--- config.mk ---
export PLATFORM = sky130hd
export DESIGN_NAME = ads_notification_stream_parser_top
export DESIGN_NICKNAME = d
export VERILOG_FILES = /design/src/rtl/ansp_pkg.sv /design/src/rtl/ansp_stamp_conv.sv /design/src/rtl/ansp_parser.sv /design/src/rtl/ads_notification_stream_parser_top.sv
export SDC_FILE = /design/constraint.sdc
export NUM_CORES = 2
export LEC_CHECK = 0
export BUFFER_PORTS_ARGS = -buffer_cell sky130_fd_sc_hd__buf_4
export CORE_UTILIZATION = 45
export DETAILED_ROUTE_END_ITERATION = 10
export SLEW_MARGIN = 20
export SYNTH_ARGS = -nofsm -noshare
export SYNTH_HDL_FRONTEND = slang
export SYNTH_HIERARCHICAL = 1
export SYNTH_SLANG_ARGS = --single-unit
export TNS_END_PERCENT = 100
--- constraint.sdc ---
create_clock -name clk -period 14.3 [get_ports clk]
set_input_delay 0.715 -clock clk [delete_from_list [all_inputs] [get_ports clk]]
set_output_delay 0.715 -clock clk [all_outputs]
set_load 0.05 [all_outputs]
--- src/rtl/ansp_pkg.sv ---
// Shared constants and types for the notification stream parser.
`default_nettype none

package ansp_pkg;

    // FILETIME ticks between 1601-01-01 and 1970-01-01
    localparam logic [63:0] FT_EPOCH_OFFSET  = 64'd116444736000000000;
    localparam logic [16:0] STAMP_HDR_BYTES  = 17'd12;
    localparam logic [16:0] SAMPLE_HDR_BYTES = 17'd8;
    localparam logic [15:0] MIN_FRAME_BYTES  = 16'd8;

    typedef struct packed {
        logic [31:0] notify_handle;
        logic [63:0] stamp_ns;
        logic [7:0]  sample_byte;
        logic        sample_first;
        logic        sample_last;
        logic        sample_empty;
    } result_t;

endpackage

`default_nettype wire

--- src/rtl/ansp_stamp_conv.sv ---
// FILETIME to Unix nanoseconds converter, four register stages, times 100 by shift and add.
`default_nettype none

module ansp_stamp_conv (
    input  wire logic        clk,
    input  wire logic        rst_n,
    input  wire logic        kill,
    input  wire logic        start,
    input  wire logic [63:0] filetime,
    output logic [63:0]      stamp_ns
);
    import ansp_pkg::*;

    logic        v_a_reg, v_b_reg, v_c_reg;
    logic [63:0] ft_a_reg;
    logic [63:0] diff_b_reg;
    logic [63:0] diff_c_reg;
    logic [63:0] part_c_reg;
    logic [63:0] stamp_reg;
    logic [63:0] diff_next;
    logic [63:0] stamp_next;

    // below the epoch offset the stamp is zero
    assign diff_next  = (ft_a_reg >= FT_EPOCH_OFFSET) ? (ft_a_reg - FT_EPOCH_OFFSET) : 64'd0;
    // x*100 = x*64 + x*32 + x*4
    assign stamp_next = part_c_reg + (diff_c_reg << 2);

    always_ff @(posedge clk or negedge rst_n)
    begin
        if (!rst_n)
        begin
            v_a_reg   <= 1'b0;
            v_b_reg   <= 1'b0;
            v_c_reg   <= 1'b0;
            stamp_reg <= 64'd0;
        end
        else if (kill)
        begin
            v_a_reg   <= 1'b0;
            v_b_reg   <= 1'b0;
            v_c_reg   <= 1'b0;
            stamp_reg <= 64'd0;
        end
        else
        begin
            v_a_reg <= start;
            v_b_reg <= v_a_reg;
            v_c_reg <= v_b_reg;
            if (v_c_reg)
            begin
                stamp_reg <= stamp_next;
            end
        end
    end

    always_ff @(posedge clk)
    begin
        if (start)
        begin
            ft_a_reg <= filetime;
        end
        diff_b_reg <= diff_next;
        diff_c_reg <= diff_b_reg;
        part_c_reg <= (diff_b_reg << 6) + (diff_b_reg << 5);
    end

    assign stamp_ns = stamp_reg;

endmodule

`default_nettype wire

--- src/rtl/ansp_parser.sv ---
// Byte-wise header and sample parser state machine.
`default_nettype none

module ansp_parser (
    input  wire logic             clk,
    input  wire logic             rst_n,
    input  wire logic             in_fire,
    input  wire logic [7:0]       data_byte,
    input  wire logic [15:0]      frame_length,
    input  wire logic             frame_start,
    input  wire logic [63:0]      cur_stamp,
    output logic                  kill,
    output logic                  conv_start,
    output logic [63:0]           conv_ft,
    output logic                  res_valid,
    output ansp_pkg::result_t     res
);
    import ansp_pkg::*;

    localparam logic [2:0] PH_SKIP          = 3'd0;
    localparam logic [2:0] PH_COUNT         = 3'd1;
    localparam logic [2:0] PH_STAMP_FT      = 3'd2;
    localparam logic [2:0] PH_STAMP_NS      = 3'd3;
    localparam logic [2:0] PH_SAMPLE_HANDLE = 3'd4;
    localparam logic [2:0] PH_SAMPLE_SIZE   = 3'd5;
    localparam logic [2:0] PH_DATA          = 3'd6;

    logic [2:0]  phase_reg,   phase_next;
    logic [15:0] pos_reg,     pos_next;
    logic [2:0]  idx_reg,     idx_next;
    logic [31:0] stamps_reg,  stamps_next;
    logic [31:0] samples_reg, samples_next;
    logic [63:0] ftg_reg,     ftg_next;
    logic [31:0] handle_reg,  handle_next;
    logic [31:0] brem_reg,    brem_next;
    logic        halted_reg,  halted_next;
    logic        stop;
    logic        emit;
    logic        ft_done;
    logic [16:0] pos17, len17;

    always_comb
    begin
        phase_next   = frame_start ? PH_SKIP : phase_reg;
        pos_next     = frame_start ? 16'd0   : pos_reg;
        idx_next     = frame_start ? 3'd0    : idx_reg;
        stamps_next  = frame_start ? 32'd0   : stamps_reg;
        samples_next = frame_start ? 32'd0   : samples_reg;
        ftg_next     = frame_start ? 64'd0   : ftg_reg;
        handle_next  = frame_start ? 32'd0   : handle_reg;
        brem_next    = frame_start ? 32'd0   : brem_reg;
        halted_next  = frame_start ? 1'b0    : halted_reg;
        pos17        = {1'b0, pos_next};
        len17        = {1'b0, frame_length};
        stop         = 1'b0;
        emit         = 1'b0;
        ft_done      = 1'b0;
        res.notify_handle = handle_next;
        res.stamp_ns      = cur_stamp;
        res.sample_byte   = data_byte;
        res.sample_first  = 1'b0;
        res.sample_last   = 1'b0;
        res.sample_empty  = 1'b0;

        if (!halted_next)
        begin
            if (pos_next >= frame_length || frame_length < MIN_FRAME_BYTES)
            begin
                halted_next = 1'b1;
            end
            else
            begin
                // header starts: check room before committing
                if (phase_next == PH_SAMPLE_HANDLE && idx_next == 3'd0)
                begin
                    if (samples_next == 32'd0)
                    begin
                        phase_next = PH_STAMP_FT;
                    end
                    else if (pos17 + SAMPLE_HDR_BYTES > len17)
                    begin
                        halted_next = 1'b1;
                        stop        = 1'b1;
                    end
                    else
                    begin
                        samples_next = samples_next - 32'd1;
                        handle_next  = 32'd0;
                    end
                end
                if (!stop && phase_next == PH_STAMP_FT && idx_next == 3'd0)
                begin
                    if (stamps_next == 32'd0 || pos17 + STAMP_HDR_BYTES > len17)
                    begin
                        halted_next = 1'b1;
                        stop        = 1'b1;
                    end
                    else
                    begin
                        stamps_next = stamps_next - 32'd1;
                        ftg_next    = 64'd0;
                    end
                end

                if (!stop)
                begin
                    unique case (phase_next)
                        PH_SKIP:
                        begin
                            idx_next = idx_next + 3'd1;
                            if (idx_next == 3'd4)
                            begin
                                idx_next    = 3'd0;
                                stamps_next = 32'd0;
                                phase_next  = PH_COUNT;
                            end
                        end
                        PH_COUNT:
                        begin
                            stamps_next[{idx_next[1:0], 3'b000} +: 8] = data_byte;
                            if (idx_next == 3'd3)
                            begin
                                idx_next   = 3'd0;
                                phase_next = PH_STAMP_FT;
                            end
                            else
                            begin
                                idx_next = idx_next + 3'd1;
                            end
                        end
                        PH_STAMP_FT:
                        begin
                            ftg_next[{idx_next, 3'b000} +: 8] = data_byte;
                            if (idx_next == 3'd7)
                            begin
                                ft_done      = 1'b1;
                                idx_next     = 3'd0;
                                samples_next = 32'd0;
                                phase_next   = PH_STAMP_NS;
                            end
                            else
                            begin
                                idx_next = idx_next + 3'd1;
                            end
                        end
                        PH_STAMP_NS:
                        begin
                            samples_next[{idx_next[1:0], 3'b000} +: 8] = data_byte;
                            if (idx_next == 3'd3)
                            begin
                                idx_next   = 3'd0;
                                phase_next = PH_SAMPLE_HANDLE;
                            end
                            else
                            begin
                                idx_next = idx_next + 3'd1;
                            end
                        end
                        PH_SAMPLE_HANDLE:
                        begin
                            handle_next[{idx_next[1:0], 3'b000} +: 8] = data_byte;
                            if (idx_next == 3'd3)
                            begin
                                idx_next   = 3'd0;
                                brem_next  = 32'd0;
                                phase_next = PH_SAMPLE_SIZE;
                            end
                            else
                            begin
                                idx_next = idx_next + 3'd1;
                            end
                        end
                        PH_SAMPLE_SIZE:
                        begin
                            brem_next[{idx_next[1:0], 3'b000} +: 8] = data_byte;
                            if (idx_next == 3'd3)
                            begin
                                idx_next = 3'd0;
                                if ({16'd0, pos17} + 33'd1 + {1'b0, brem_next}
                                    > {16'd0, len17})
                                begin
                                    halted_next = 1'b1;
                                end
                                else if (brem_next == 32'd0)
                                begin
                                    // empty sample marker
                                    emit             = 1'b1;
                                    res.sample_byte  = 8'd0;
                                    res.sample_first = 1'b1;
                                    res.sample_last  = 1'b1;
                                    res.sample_empty = 1'b1;
                                    phase_next       = PH_SAMPLE_HANDLE;
                                end
                                else
                                begin
                                    idx_next   = 3'd1;  // first data byte flag
                                    phase_next = PH_DATA;
                                end
                            end
                            else
                            begin
                                idx_next = idx_next + 3'd1;
                            end
                        end
                        default:
                        begin
                            emit             = 1'b1;
                            res.sample_first = (idx_next != 3'd0);
                            res.sample_last  = (brem_next <= 32'd1);
                            idx_next         = 3'd0;
                            if (brem_next != 32'd0)
                            begin
                                brem_next = brem_next - 32'd1;
                            end
                            if (brem_next == 32'd0)
                            begin
                                phase_next = PH_SAMPLE_HANDLE;
                            end
                        end
                    endcase
                    pos_next = pos_next + 16'd1;
                end
            end
        end
    end

    always_ff @(posedge clk or negedge rst_n)
    begin
        if (!rst_n)
        begin
            phase_reg   <= PH_SKIP;
            pos_reg     <= 16'd0;
            idx_reg     <= 3'd0;
            stamps_reg  <= 32'd0;
            samples_reg <= 32'd0;
            ftg_reg     <= 64'd0;
            handle_reg  <= 32'd0;
            brem_reg    <= 32'd0;
            halted_reg  <= 1'b0;
        end
        else if (in_fire)
        begin
            phase_reg   <= phase_next;
            pos_reg     <= pos_next;
            idx_reg     <= idx_next;
            stamps_reg  <= stamps_next;
            samples_reg <= samples_next;
            ftg_reg     <= ftg_next;
            handle_reg  <= handle_next;
            brem_reg    <= brem_next;
            halted_reg  <= halted_next;
        end
    end

    assign kill       = in_fire & frame_start;
    assign conv_start = in_fire & ft_done;
    assign conv_ft    = ftg_next;
    assign res_valid  = in_fire & emit;

endmodule

`default_nettype wire

--- src/rtl/ads_notification_stream_parser_top.sv ---
// Top level of the notification stream parser: parser, stamp converter, output register.
`default_nettype none

// Notification stream parser.
// Input channel (in_valid/in_ready): one beat per byte of a notification
// frame's data part, with frame_length (constant over the frame) and
// frame_start set on the first byte, which restarts the parser.
// Output channel (out_valid/out_ready): one beat per sample byte, or one
// empty marker for a zero-size sample, with its handle and timestamp in ns.
// Most input beats (headers, skipped or ignored bytes) give no output beat.
// Throughput: one input beat per cycle unless the output stalls; the byte
// parser is a combinational state update from input accept to output register.
// Latency: an output beat appears in the cycle after its input beat.
// The timestamp (FILETIME - offset) * 100 is built by a four-stage converter
// that finishes well before the first sample of that stamp, since at least
// twelve header bytes follow the last FILETIME byte.
// Reset: the parser starts in the stream-length skip with all counters clear
// and the output register empty.
// Receiver stall: the output register holds its beat; in_ready stays high
// only while the register is empty or being drained, so nothing is lost.
module ads_notification_stream_parser_top (
    input  wire logic        clk,
    input  wire logic        rst_n,
    input  wire logic        in_valid,
    output logic             in_ready,
    input  wire logic [7:0]  data_byte,
    input  wire logic [15:0] frame_length,
    input  wire logic        frame_start,
    output logic             out_valid,
    input  wire logic        out_ready,
    output logic [31:0]      notify_handle,
    output logic [63:0]      stamp_ns,
    output logic [7:0]       sample_byte,
    output logic             sample_first,
    output logic             sample_last,
    output logic             sample_empty
);
    import ansp_pkg::*;

    logic        in_fire;
    logic        kill;
    logic        conv_start;
    logic [63:0] conv_ft;
    logic [63:0] cur_stamp;
    logic        res_valid;
    result_t     res;
    result_t     out_reg;
    logic        out_valid_reg, out_valid_next;

    assign in_ready = !out_valid_reg || out_ready;
    assign in_fire  = in_valid && in_ready;

    ansp_parser u_parser (
        .clk          (clk),
        .rst_n        (rst_n),
        .in_fire      (in_fire),
        .data_byte    (data_byte),
        .frame_length (frame_length),
        .frame_start  (frame_start),
        .cur_stamp    (cur_stamp),
        .kill         (kill),
        .conv_start   (conv_start),
        .conv_ft      (conv_ft),
        .res_valid    (res_valid),
        .res          (res)
    );

    // frame restart zeroes the current stamp and drops any conversion in flight
    ansp_stamp_conv u_stamp_conv (
        .clk      (clk),
        .rst_n    (rst_n),
        .kill     (kill),
        .start    (conv_start),
        .filetime (conv_ft),
        .stamp_ns (cur_stamp)
    );

    // output beat register: new result loads, otherwise hold until taken
    assign out_valid_next = res_valid || (out_valid_reg && !out_ready);

    always_ff @(posedge clk or negedge rst_n)
    begin
        if (!rst_n)
        begin
            out_valid_reg <= 1'b0;
        end
        else
        begin
            out_valid_reg <= out_valid_next;
        end
    end

    always_ff @(posedge clk)
    begin
        if (res_valid)
        begin
            out_reg <= res;
        end
    end

    assign out_valid     = out_valid_reg;
    assign notify_handle = out_reg.notify_handle;
    assign stamp_ns      = out_reg.stamp_ns;
    assign sample_byte   = out_reg.sample_byte;
    assign sample_first  = out_reg.sample_first;
    assign sample_last   = out_reg.sample_last;
    assign sample_empty  = out_reg.sample_empty;

endmodule

`default_nettype wire
==> out/qor.txt <==
Clock sink count: 634
CP Max Fanout: 66
Status: finished, final reports clean
Worst hold path type: in2async
Critical setup path kind: reg2reg
Max H-tree Level: 3
Sequential share of the synthesized area: 0.411
Crit end category: flop
Tcrit/Tclk final: 0.606
Total CTS buffers: 72
Critical Path Source: u_parser/idx_reg[0]
Most frequent cell after synthesis: nand2_1
# IOs: 138
# fillers: 8031
CTS tree: done
Synthesis-to-layout area growth: 10.4%
First-pass GRT wire length: 179000 um
GRT Overall Usage: 0.261
Initial antenna violation count: 0
Worst Reg2Reg Path Length in Cells: 29
Yosys reg bits: 634
Share of the synthesized area in the top cell type: 0.183
Min Tclk post-route: 8.66 ns
Total Neg Setup Slack: 0 ns
Post-CTS Resized: 0
Compound-gate portion of the synthesized area: 0.226
Nets: 4408
Critical path's slowest cell: ha_1
Post-synthesis cell type count: 102
Worst r2r src: u_parser/idx_reg[0]
Antenna diodes: 0
CP Data Required Time: 14.55 ns
Mux cell area share after synthesis: 0.0134
Yosys warns: 6
Post-DP Area: 40000 um2
Die extent in x: 294 um
Drt pass-1 iters: 5
RSZ-0062 raised after global routing: false
Wire per inst: 21.4 um
Hold buffer count at CTS: 0
Cell area after layout: 42400 um2
Crit path to: stamp_ns[51]
Overall die height: 294 um
Mapped cell area: 38400 um2
Synth Area in Simple Gates: 0.183
Crit start category: flop
Clk_skew: 0.0313 ns
Syn_area_per_cell: 9.18 um2
Crit path DAT: 8.92 ns
Number of global-route vias before repair: 30800
Static Leak: 18.0 nW
Congestion Overflow GR: 0
Least-Margin Pin Slew: 1.07 ns
Post-Synth XOR/XNOR Area: 0.0479
R2R Path End: stamp_ns[51]
Post-Syn Instances: 4188
Worst IR Drop VDD: 0.0786 mV
PD cells: 97.3 nW/um2
Number of synthesized flops with an enable pin: 171
R2r setup slk: 5.64 ns
Core area: 84100 um2
DP HPWL: 80200 um
RD Place Congestion: 0.956
IO Port Bufs: 137
Ranking of synthesized cells by area: dfrtp_1 18%, edfxtp_1 13%, dfxtp_1 9.5%, ha_1 7.0%, nand2_1 3.7%
DIE AREA: 86600 um2
Antenna Nets Post-Route: 0
Worst skew pair latency: 0.63 ns
Area leader, netlist: dfrtp_1
Max Cap Violations: 0
Max Slew Vio Count: 0
Bufs on Longest Clock Path: 3
CP peak stage delay: 0.76 ns
Slew margin rel.: 0.267
Vias: 32500
Initial DRC Count: 2544
Asr flop ratio synth: 0.443
Largest family of logic cells by synthesized area: compound AO/OA/AOI/OAI gates
Fraction of layout cells with a size suffix above 1: 0.0924
Final setup violation count: 0
Most used DFF post-synth: dfrtp_1
Max Fclk: 115 MHz
# DRC: 0
Post-CTS setup buffer count: 0
Starting density of the core: 0.457
Clock-pin slew on the worst setup and hold paths: 0.06 ns
Row count: 106
Vias per inst: 6.07
Clk Tree Root Cell: clkbuf_16
Endpoints failing hold: 0
Largest net degree at the start of global routing: 67
Total Wirelength: 114000 um
Most frequent cells after synthesis: 380 x nand2_1, 343 x nor2_1, 281 x dfrtp_1
Synth Area in Adders: 0.0719
==> power by group <==
group	switching (mW)	internal [mW]	total, mW
clock network	0.765	1.09	1.85
registers	0.00617	1.85	1.86
logic	0.315	0.0986	0.413
==> cell type report <==
| type | count | area, um2 | share of cell area |
|---|---|---|---|
| multi-input cells | 3156 | 20900 | 0.493 |
| clock inverters | 27 | 282 | 0.00664 |
| well taps | 1134 | 1420 | 0.0335 |
| clock buffers | 106 | 2110 | 0.0498 |
| inverters | 99 | 372 | 0.00876 |
| repair buffers | 197 | 1490 | 0.0351 |
| flip-flops and latches | 634 | 15800 | 0.373 |
==> layer usage <==
| layer | vias to the layer above | wire length (um) | GRT usage | share of wire |
|---|---|---|---|---|
| met1 | 15500 | 49700 | 0.348 | 0.43 |
| met4 | 0 | 5430 | 0.119 | 0.047 |
| met3 | 273 | 7140 | 0.0404 | 0.062 |
| li1 | 15500 | - | - | - |
| met2 | 1219 | 52200 | 0.418 | 0.46 |
| met5 | - | 0 | 0 | 0 |
==> critical path, delay by kind of cell (launching register included) <==
kind	cells	cell delay (ns)
flip-flops	1	0.43
AO/OA/AOI/OAI	11	2.26
XOR/XNOR	1	0.18
AND/OR/NAND/NOR	10	2.70
adder cells (fa/ha/maj)	4	1.70
buffers and inverters	3	0.91
==> worst min path at each step <==
stage,start,endpoint,slack [ns],cells after the start
after global placement,u_stamp_conv/diff_b_reg[61],u_stamp_conv/diff_c_reg[61],0.31,0
after detailed placement,u_stamp_conv/diff_b_reg[59],u_stamp_conv/diff_c_reg[59],0.31,0
after global routing,rst_n,u_stamp_conv/stamp_ns[5],0.13,1
final,rst_n,u_parser/brem_reg[2],0.09,1
after floorplan,u_stamp_conv/diff_b_reg[59],u_stamp_conv/diff_c_reg[59],0.31,0
after CTS,rst_n,u_parser/brem_reg[2],0.1,1
==> stage by stage <==
stage / utilization / worst slack (ns) / hold slack [ns] / std cells / power, mW
global placement: 0.476 / 5.22 / 0.312 / 5220 / 2.29
global route: 0.504 / 5.11 / 0.126 / 5353 / 4.26
floorplan: - / 1.87 / 0.310 / 4189 / 2.14
finish: 0.504 / 5.64 / 0.0913 / 5353 / 4.12
detailed placement: 0.476 / 5.15 / 0.314 / 5220 / 2.29
CTS: 0.504 / 5.73 / 0.0992 / 5353 / 4.16
==> cell families after synthesis <==
logic type | count (synthesis)
AND/OR/NAND/NOR | 1413
other | 1
AO/OA/AOI/OAI | 1261
buffers and inverters | 399
XOR/XNOR | 210
multiplexers | 51
flip-flops | 634
adder cells (fa/ha/maj) | 219
==> placed cells by master (no fill, tap or decap), types with 26 or more instances in the layout <==
cell       Yosys  layout
a211oi_1      27      27
a21o_1        98      98
a21oi_1      276     274
a22o_1       112     112
a22oi_1       28      28
a31oi_1       55      55
a32o_1        71      71
and2_1        26      26
and3_1        49      49
buf_4         67     196
clkbuf_16      0      75
dfrtp_1      281     280
dfxtp_1      182     182
edfxtp_1     171     171
ha_1         216     216
inv_1         99      97
mux2i_1       47      47
nand2_1      380     380
nand2b_1      32      32
nand3_1      107     106
nand4_1       64      64
nor2_1       343     339
nor2b_1      109     109
nor3_1        98      96
nor4_1        46      45
o211ai_1      33      33
o21ai_0      237     237
o22ai_1       37      37
or3_1         36      36
xnor2_1      146     146
xor2_1        64      64
Note: power is estimated with default switching activity, not from simulation.
